### config.mk
export PLATFORM = sky130hd
export DESIGN_NAME = tbim_isqrt
export DESIGN_NICKNAME = d
export VERILOG_FILES = /design/src/rtl/tbim_isqrt.sv
export SDC_FILE = /design/constraint.sdc
export NUM_CORES = 2
export LEC_CHECK = 0
export ABC_AREA = 1
export ABC_CLOCK_PERIOD_IN_PS = 2740
export BUFFER_PORTS_ARGS = -buffer_cell sky130_fd_sc_hd__buf_4
export CAP_MARGIN = 15
export CORE_MARGIN = 10
export CORE_UTILIZATION = 44
export DETAILED_ROUTE_END_ITERATION = 16
export SLEW_MARGIN = 15
export SYNTH_ARGS = -nofsm -noshare
export SYNTH_HDL_FRONTEND = slang
export SYNTH_SLANG_ARGS = --single-unit
### constraint.sdc
create_clock -name clk_i -period 2.74 [get_ports clk_i]
set_input_delay 0.137 -clock clk_i [delete_from_list [all_inputs] [get_ports clk_i]]
set_output_delay 0.137 -clock clk_i [all_outputs]
set_load 0.05 [all_outputs]
### src/rtl/tbim_isqrt.sv
// pipelined floor integer square root, one result bit per stage
// depends on nothing; payload bits travel alongside unchanged
module tbim_isqrt #(
  parameter int unsigned RW = 50,
  parameter int unsigned PW = 1
) (
  input  logic              clk_i,
  input  logic              rst_ni,
  input  logic              en_i,
  input  logic              valid_i,
  input  logic [RW-1:0]     rad_i,
  input  logic [PW-1:0]     pay_i,
  output logic              valid_o,
  output logic [RW/2-1:0]   root_o,
  output logic [PW-1:0]     pay_o
);

  localparam int unsigned N = RW / 2;

  logic          vld_q  [N];
  logic [N:0]    rem_q  [N];
  logic [N-1:0]  root_q [N];
  logic [RW-1:0] rad_q  [N];
  logic [PW-1:0] pay_q  [N];

  for (genvar k = 0; k < N; k++) begin : g_stage
    logic          vld_in;
    logic [N:0]    rem_in;
    logic [N-1:0]  root_in;
    logic [RW-1:0] rad_in;
    logic [PW-1:0] pay_in;
    logic [N+2:0]  rem_sh;
    logic [N+2:0]  trial;
    logic [N+2:0]  diff;
    logic          ge;

    if (k == 0) begin : g_first
      assign vld_in  = valid_i;
      assign rem_in  = '0;
      assign root_in = '0;
      assign rad_in  = rad_i;
      assign pay_in  = pay_i;
    end else begin : g_next
      assign vld_in  = vld_q[k-1];
      assign rem_in  = rem_q[k-1];
      assign root_in = root_q[k-1];
      assign rad_in  = rad_q[k-1];
      assign pay_in  = pay_q[k-1];
    end

    // bring in two radicand bits and try the next root bit
    assign rem_sh = {rem_in, rad_in[RW-1:RW-2]};
    assign trial  = {1'b0, root_in, 2'b01};
    assign ge     = rem_sh >= trial;
    assign diff   = rem_sh - trial;

    always_ff @(posedge clk_i or negedge rst_ni) begin
      if (!rst_ni) begin
        vld_q[k] <= 1'b0;
      end else if (en_i) begin
        vld_q[k] <= vld_in;
      end
    end

    always_ff @(posedge clk_i) begin
      if (en_i) begin
        rem_q[k]  <= ge ? diff[N:0] : rem_sh[N:0];
        root_q[k] <= {root_in[N-2:0], ge};
        rad_q[k]  <= {rad_in[RW-3:0], 2'b00};
        pay_q[k]  <= pay_in;
      end
    end
  end

  assign valid_o = vld_q[N-1];
  assign root_o  = root_q[N-1];
  assign pay_o   = pay_q[N-1];

endmodule

==> flow_metrics.tcl <==
set metrics [dict create \
    hp-start "rad_i[2]" \
    fmax_mhz 389.1 \
    synth.net_count 9837 \
    slew_violations 0 \
    timing.final.crit_share_pct 93.79 \
    relSlewSlack_pct 47.38 \
    drv_cap 0 \
    cts_root_buffer "clkbuf_16" \
    rows 161 \
    path_class "reg2reg" \
    fin_cells 12500 \
    synth_top_area_cell "edfxtp_1" \
    diodes 0 \
    synth_top_area_share_pct 54.44 \
    rr_endpoint "rem_q[2][149]$_DFFE_PP_" \
    yosysUniqueCellTypes 59 \
    antenna_found_initial 1 \
    end_kind "flip-flop" \
    placed_cells 12080 \
    avgSynthCellArea_um2 9.002 \
    clockBufferDepth 3 \
    tightest_slew_ns 0.7892 \
    yosysSeqAreaShare_pct 55.18 \
    grt_usage_pct 20.04 \
    setup_viol 0 \
    worst_ep_required_time_ns 3.32 \
    p_leak_nw 42.73 \
    async_flop_share_pct 1.598 \
    io_buffers 81 \
    cts_tree "done" \
    ys_seq_elements 1564 \
    path_clk_slew_ns 0.07 \
    grt_first_pass_wirelength_um 336700 \
    clock-sinks 1564 \
    synth.cell_area_um2 84890 \
    hpwl_um 166900 \
    wirelength_um 215100 \
    die_height_um 459.2 \
    p_per_area_nw_per_um2 720.0 \
    worstPathMaxFanout 13 \
    wl_per_cell_um 17.21 \
    drtIter0Drc 4914 \
    rsz0062_at_grt "no" \
    start_kind "flip-flop" \
    synth_edf_count 1539 \
    clock_latency_ns 0.83 \
    nets 10240 \
    drive_above_1_share_pct 7.758 \
    yosysMostFrequentCell "nand2_1" \
    outcome "complete, no violations" \
    final-hold-violation-count 0 \
    period_minus_slack_ns 2.570 \
    min_to "rad_q[0][2]$_DFFE_PP_" \
    coreArea_um2 192200 \
    dominantRegCellSynth "edfxtp_1" \
    syn_inst 9430 \
    skew_ns 0.03141 \
    r2r-start "root_q[1][101]$_DFFE_PP_" \
    synth.area.top_cells "edfxtp_1, nand2_1, inv_1, ha_1, nor2_1" \
    synth_common_cells "nand2_1, inv_1, edfxtp_1" \
    ir_worst_vdd_v 0.0006404 \
    area_growth_pct 13.23 \
    num_io_pins 82 \
    overflow 0 \
    reg2reg_depth 10 \
    ys_warn_count 0 \
    start_util_pct 44.17 \
    drc 0 \
    gp_congestion 0.9064 \
    drt-pass1-iter-count 6 \
    dr_total_vias 62110 \
    hold_path_class "in2reg" \
    grt_pass1_vias 59680 \
    via_per_inst 4.968 \
    h-tree-depth 4 \
    fp.dieW_um 459.2 \
    crit_arrival_ns 3.15 \
    grt_max_degree 144 \
    r2r_slack_ns 0.17 \
    numCtsBuffers 173 \
    dieArea_um2 210900 \
    detail-route-antenna-nets 0 \
    worstHoldPathCells 2 \
    whs_ns 0.05097 \
]
-- layer usage --
| layer | up-vias | wire [um] | track usage, % |
|---|---|---|---|
| met4 | 0 | 5205 | 5.102 |
| li1 | 31490 | - | - |
| met5 | - | 0 | 0 |
| met2 | 1374 | 101500 | 33.47 |
| met1 | 28950 | 99070 | 27.65 |
| met3 | 294 | 9372 | 2.546 |
-- cell families after synthesis --
family          share of synthesized area, %
xor+xnor                               2.485
mux                                  0.01326
other cells                         0.004418
fa+ha+maj                              5.188
flops                                  55.18
compound gates                         4.978
simple gates                           23.91
buf+inv                                8.242
-- worst max-delay path by stage --
| stage | from | endpoint | cells past startpoint |
|---|---|---|---|
| 2_1_floorplan | rem_q[0][53]$_DFFE_PP_ | rem_q[0][81]$_DFFE_PP_ | 10 |
| 3_5_place_dp | rem_q[1][35]$_DFFE_PP_ | rem_q[1][57]$_DFFE_PP_ | 10 |
| 5_1_grt | rem_q[0][53]$_DFFE_PP_ | rem_q[0][92]$_DFFE_PP_ | 9 |
| 6_report | root_q[1][101]$_DFFE_PP_ | rem_q[2][149]$_DFFE_PP_ | 10 |
| 3_3_place_gp | rem_q[2][173]$_DFFE_PP_ | rem_q[2][199]$_DFFE_PP_ | 10 |
| 4_1_cts | rem_q[1][191]$_DFFE_PP_ | rem_q[2][12]$_DFFE_PP_ | 11 |
-- flip-flops by register name, summed over array words and instances, names as in the netlist --
register        flops
valid_o             1
pay_q              25
rem_q             589
g_stage.vld_in     24
root_q            325
rad_q             600
-- repair_timing --
action	4_1_cts	5_1_grt
hold buffers	101	0
endpoints found under the hold margin	380	0
buffers inserted	0	2
setup endpoints to repair	0	21
gates resized for setup	0	3
-- final cells by class --
type,count,area [um^2]
Fill cell,18060,96060
Sequential cell,1564,46840
Multi-Input combinational cell,6124,31070
Inverter,1664,6266
Clock buffer,206,4463
Tap cell,2526,3161
Timing Repair Buffer,301,2930
Clock inverter,118,1388
-- per-stage QoR --
stage               worst slack, ns  setup TNS (ns)  total power, mW  utilization (%)  cell area, um^2
floorplan                    0.7351               0            40.75                -            84890
global placement            -0.1250          -1.879            45.83            46.42            89210
detailed placement           0.1500               0            45.92            46.42            89220
CTS                          0.1242               0            69.99            50.00            96090
global route               0.003501               0            73.11            50.02            96120
finish                       0.1702               0            69.21            50.02            96120
-- critical path, cell delays in order, from the launching register on --
cell,delay [ns]
edfxtp_1,0.54
inv_1,0.08
ha_1,0.38
nand2_1,0.13
nand3_2,0.12
nand2_1,0.11
nand3_2,0.13
nand2_1,0.14
nand3_2,0.33
nand3_1,0.26
nand2_1,0.10
-- cell usage in the layout (no fill, tap or decap), types with 129 or more instances in the layout --
| cell type | n |
|---|---|
| buf_4 | 168 |
| nor2_1 | 764 |
| o21ai_0 | 195 |
| edfxtp_1 | 1539 |
| xnor2_1 | 129 |
| nand4_1 | 161 |
| nand3_1 | 553 |
| nand2_1 | 2979 |
| clkbuf_16 | 173 |
| inv_1 | 1635 |
| ha_1 | 352 |
| a21oi_1 | 302 |
-- where the power goes --
group	internal (mW)	switching, mW
clock	13.6	9.97
combinational	4.89	9.57
sequential	29.4	1.72
total	47.9	21.3
No activity file was read; power rests on OpenSTA's default activity.
