`src/rtl/tbim_pkg.sv`:
```
// shared types and constants for the two-body invariant mass pipeline
// no dependencies
package tbim_pkg;

  localparam int unsigned MOM_W     = 24;
  localparam int unsigned MASS_W    = 24;
  localparam int unsigned TYPE_W    = 3;
  localparam int unsigned NUM_MASS  = 7;
  localparam int unsigned MAX_TYPES = 7;
  localparam int unsigned E_W       = 25;
  localparam int unsigned INV_W     = 26;
  localparam int unsigned RAD_E_W   = 50;
  localparam int unsigned RAD_M_W   = 52;
  localparam int unsigned CFG_IDX_W = 4;

  // register indexes
  localparam logic [CFG_IDX_W-1:0] REG_MASS_LAST  = 4'd6;
  localparam logic [CFG_IDX_W-1:0] REG_TYPE_COUNT = 4'd7;

  // sideband riding with the pair invariant mass root
  typedef struct packed {
    logic             bad;
    logic [E_W-1:0]   e2;
    logic [E_W-1:0]   e1;
  } mass_pay_t;

endpackage

```
`src/rtl/tbim_pair.sv`:
```
// pair energy sum, its square and the clamped mass radicand, three stages
// depends on tbim_pkg
module tbim_pair (
  input  logic                          clk_i,
  input  logic                          rst_ni,
  input  logic                          en_i,
  input  logic                          valid_i,
  input  logic [tbim_pkg::E_W-1:0]      e1_i,
  input  logic [tbim_pkg::E_W-1:0]      e2_i,
  input  logic [tbim_pkg::RAD_E_W-1:0]  psq_i,
  input  logic                          bad_i,
  output logic                          valid_o,
  output logic [tbim_pkg::RAD_M_W-1:0]  rad_o,
  output tbim_pkg::mass_pay_t           pay_o
);

  logic                         v1_q, v2_q, v3_q;
  tbim_pkg::mass_pay_t          pay1_q, pay2_q, pay3_q;
  logic [tbim_pkg::INV_W-1:0]   esum_q;
  logic [tbim_pkg::RAD_E_W-1:0] psq1_q, psq2_q;
  logic [tbim_pkg::RAD_M_W-1:0] esq_q, rad_q;

  // sum, square, clamped difference
  always_ff @(posedge clk_i) begin
    if (en_i) begin
      esum_q <= {1'b0, e1_i} + {1'b0, e2_i};
      psq1_q <= psq_i;
      pay1_q <= '{bad: bad_i, e2: e2_i, e1: e1_i};
      esq_q  <= esum_q * esum_q;
      psq2_q <= psq1_q;
      pay2_q <= pay1_q;
      rad_q  <= (esq_q > 52'(psq2_q)) ? (esq_q - 52'(psq2_q)) : '0;
      pay3_q <= pay2_q;
    end
  end

  always_ff @(posedge clk_i or negedge rst_ni) begin
    if (!rst_ni) begin
      v1_q <= 1'b0;
      v2_q <= 1'b0;
      v3_q <= 1'b0;
    end else if (en_i) begin
      v1_q <= valid_i;
      v2_q <= v1_q;
      v3_q <= v2_q;
    end
  end

  assign valid_o = v3_q;
  assign rad_o   = rad_q;
  assign pay_o   = pay3_q;

endmodule

```
`config.mk`:
```
export PLATFORM = sky130hd
export DESIGN_NAME = tbim_pair
export DESIGN_NICKNAME = d
export VERILOG_FILES = /design/src/rtl/tbim_pkg.sv /design/src/rtl/tbim_pair.sv
export SDC_FILE = /design/constraint.sdc
export NUM_CORES = 2
export LEC_CHECK = 0
export ABC_CLOCK_PERIOD_IN_PS = 9800
export BUFFER_PORTS_ARGS = -buffer_cell sky130_fd_sc_hd__buf_2
export CORE_ASPECT_RATIO = 0.6
export CORE_MARGIN = 2
export CORE_UTILIZATION = 55
export DETAILED_ROUTE_END_ITERATION = 10
export PLACE_DENSITY_LB_ADDON = 0.12
export SLEW_MARGIN = 25
export SYNTH_ARGS = -nofsm -noshare
export SYNTH_HDL_FRONTEND = slang
export SYNTH_SLANG_ARGS = --single-unit
```
`constraint.sdc`:
```
create_clock -name clk_i -period 9.8 [get_ports clk_i]
set_input_delay 0.49 -clock clk_i [delete_from_list [all_inputs] [get_ports clk_i]]
set_output_delay 0.49 -clock clk_i [all_outputs]
set_load 0.01 [all_outputs]
```
==> summary.txt <==
Area Growth Syn to Fin -> 9.36%
number of synthesized flops with an enable pin -> 382
Tmin final -> 8.31 ns
Initial Util -> 0.554
H-tree levels -> 2
Hold Crit Class -> in -> reg
Final nets -> 4349
worst setup path end -> esq_q[44]$_DFFE_PP_
Clock Latency Late Sink -> 0.61 ns
share of layout cells above drive strength 1 -> 0.0938
Hold Vio Cnt, Final -> 0
final WL -> 84900 um
TritonCTS clock tree -> done
Reg2Reg Capture Point -> esq_q[44]$_DFFE_PP_
largest net degree at the start of global routing -> 110
hpwl dp -> 68400 um
fraction of registers with async set/reset -> 0.00779
Crit Path Category -> reg -> reg
FILL cells -> 5294
endpoint required time on the critical path -> 10.14 ns
Slew @ Worst Pin -> 0.937 ns
via count -> 23.5k
# hold bufs at CTS -> 1
core footprint -> 64200 sq um
Clock Sinks -> 385
gr ovfl total -> 0
vias per std cell -> 5.42
setup TNS -> 0 ns
drt pass-1 iters -> 5
final instance area -> 38900 sq um
GP Congestion -> 0.950
CTS root buffer -> clkbuf_16
Worst Setup SP -> esum_q[10]$_DFFE_PP_
I/O pins -> 209
Chip Height -> 201 um
area of the mapped netlist -> 35600 sq um
number of global-route vias before repair -> 24.7k
crit start category -> flip-flop
commonest non-fill, non-tap cell in the layout -> inv_1
antenna violations before repair -> 1
clock slew at reported path FFs -> 0.07 ns
sequential share of the synthesized area -> 0.324
FF-to-FF setup slack -> 1.49 ns
Post-CTS Repair Setup Buffers -> 0
max cap viols -> 0
first-pass GRT wire length -> 136000 um
PostCTS Resize Cnt -> 0
site row count -> 72
Die Width -> 332 um
clock tree buffer depth -> 3
clock buffer count from CTS -> 38
critical-path maximum fanout -> 23
most frequent cells in the layout -> inv_1, fa_1, edfxtp_1
Post-Synthesis Cells -> 3275
Primary FF master, synth -> edfxtp_1
RSZ-0062 raised after global routing -> no
crit end category -> flip-flop
Slew Limit Fails -> 0
total track usage -> 0.263
total die area -> 66900 sq um
Yosys warnings -> 0
Post-Place Cell Area -> 37600 sq um
fmax -> 0.120 GHz
post-synthesis cell type count -> 80
setup violators final -> 0
Detailed Route Iter0 Violations -> 2022
PortBufs -> 208
worst r2r path cells -> 23
DRC -> 0
Critical R2R Launch -> esum_q[10]$_DFFE_PP_
Yosys reg bits -> 385
slew margin rel. -> 0.371
Final Skew -> 0.0428 ns
syn nets -> 4166
status -> finished clean
crit path DAT -> 8.65 ns
Mean Syn Cell Area -> 10.9 sq um
fin crit share -> 0.848
routed len/inst -> 19.6 um
ANT nets after route -> 0
[through the flow]
step,setup slack (ns),util,hold slack [ns],std cells
finish,1.49,0.606,0.0612,4338
global route,1.01,0.606,0.0375,4337
floorplan,2.63,-,0.194,3275
CTS,1.44,0.605,0.0244,4334
global placement,1.71,0.585,0.283,4264
detailed placement,1.47,0.585,0.290,4265
[how the worst min path moves through the flow]
| stage | endpoint | cells after the start | from |
|---|---|---|---|
| floorplan | v1_q$_DFFE_PN0P_ | 0 | rst_ni |
| global placement | valid_o$_DFFE_PN0P_ | 1 | rst_ni |
| detailed placement | v2_q$_DFFE_PN0P_ | 1 | rst_ni |
| CTS | psq1_q[38]$_DFFE_PP_ | 1 | psq_i[38] |
| global route | psq1_q[37]$_DFFE_PP_ | 1 | psq_i[37] |
| finish | psq1_q[38]$_DFFE_PP_ | 1 | psq_i[38] |
[state kept, by name, indices dropped and copies added (netlist names), 26 cells and up]
| register | flops |
|---|---|
| esq_q | 51 |
| esum_q | 26 |
| pay1_q | 51 |
| pay2_q | 51 |
| pay_o | 51 |
| psq1_q | 50 |
| psq2_q | 50 |
| rad_o | 52 |
[cells by family after synthesis]
kind of cell / synth area share
buffers and inverters: 0.0936
adder cells (fa/ha/maj): 0.385
AND/OR/NAND/NOR: 0.0920
AO/OA/AOI/OAI: 0.0728
flip-flops: 0.324
XOR/XNOR: 0.0305
multiplexers: 0.00214
[worst max-delay path, cell delays in order, from the launching register on]
cell and delay (ns):
edfxtp_1 0.94, inv_1 0.30, nor2_1 0.23, fa_1 0.48
fa_1 0.57, inv_1 0.06, fa_1 0.48, inv_1 0.06
fa_1 0.49, fa_1 0.52, fa_1 0.53, inv_1 0.06
fa_1 0.48, inv_1 0.04, ha_1 0.36, a2111oi_0 0.39
o21ai_1 0.13, o21a_1 0.18, nor3_1 0.42, o31ai_2 0.18
a21oi_2 0.34, o21ai_2 0.13, mux2i_1 0.13, or4_1 0.52
[cell usage after synthesis (17+ instances only)]
cell / instances / area share
o21a_1: 18 / 0.0038
clkbuf_1: 81 / 0.0085
nand4_1: 26 / 0.0046
xnor2_1: 79 / 0.019
a21oi_1: 134 / 0.019
o21bai_1: 18 / 0.0038
fa_1: 514 / 0.29
a21o_1: 69 / 0.015
and2_1: 134 / 0.024
nor3_1: 29 / 0.0041
xor2_1: 45 / 0.011
ha_1: 272 / 0.096
nand3_1: 17 / 0.0024
inv_1: 784 / 0.083
nor2_1: 146 / 0.015
o21ai_0: 58 / 0.0082
nand2_1: 266 / 0.028
edfxtp_1: 382 / 0.32
[final cells by class]
cell class,instances,area (sq um),area share
Antenna cell,1,2.50,0.0000643
Clock buffer,43,970,0.0249
Clock inverter,25,337,0.00864
Inverter,784,2940,0.0756
Multi-Input combinational cell,2007,20700,0.533
Sequential cell,385,11500,0.297
Tap cell,851,1060,0.0273
Timing Repair Buffer,242,1340,0.0344
[per-layer routing]
metal,global-route usage,part of all wire,vias up
li1,-,-,10758
met1,0.411,0.47,11753
met2,0.370,0.42,932
met3,0.0697,0.098,86
met4,0.0506,0.015,0
met5,0,0,-
Power is not shown: default switching activity piles up to over one toggle a cycle in this logic, so the estimate is an artifact.
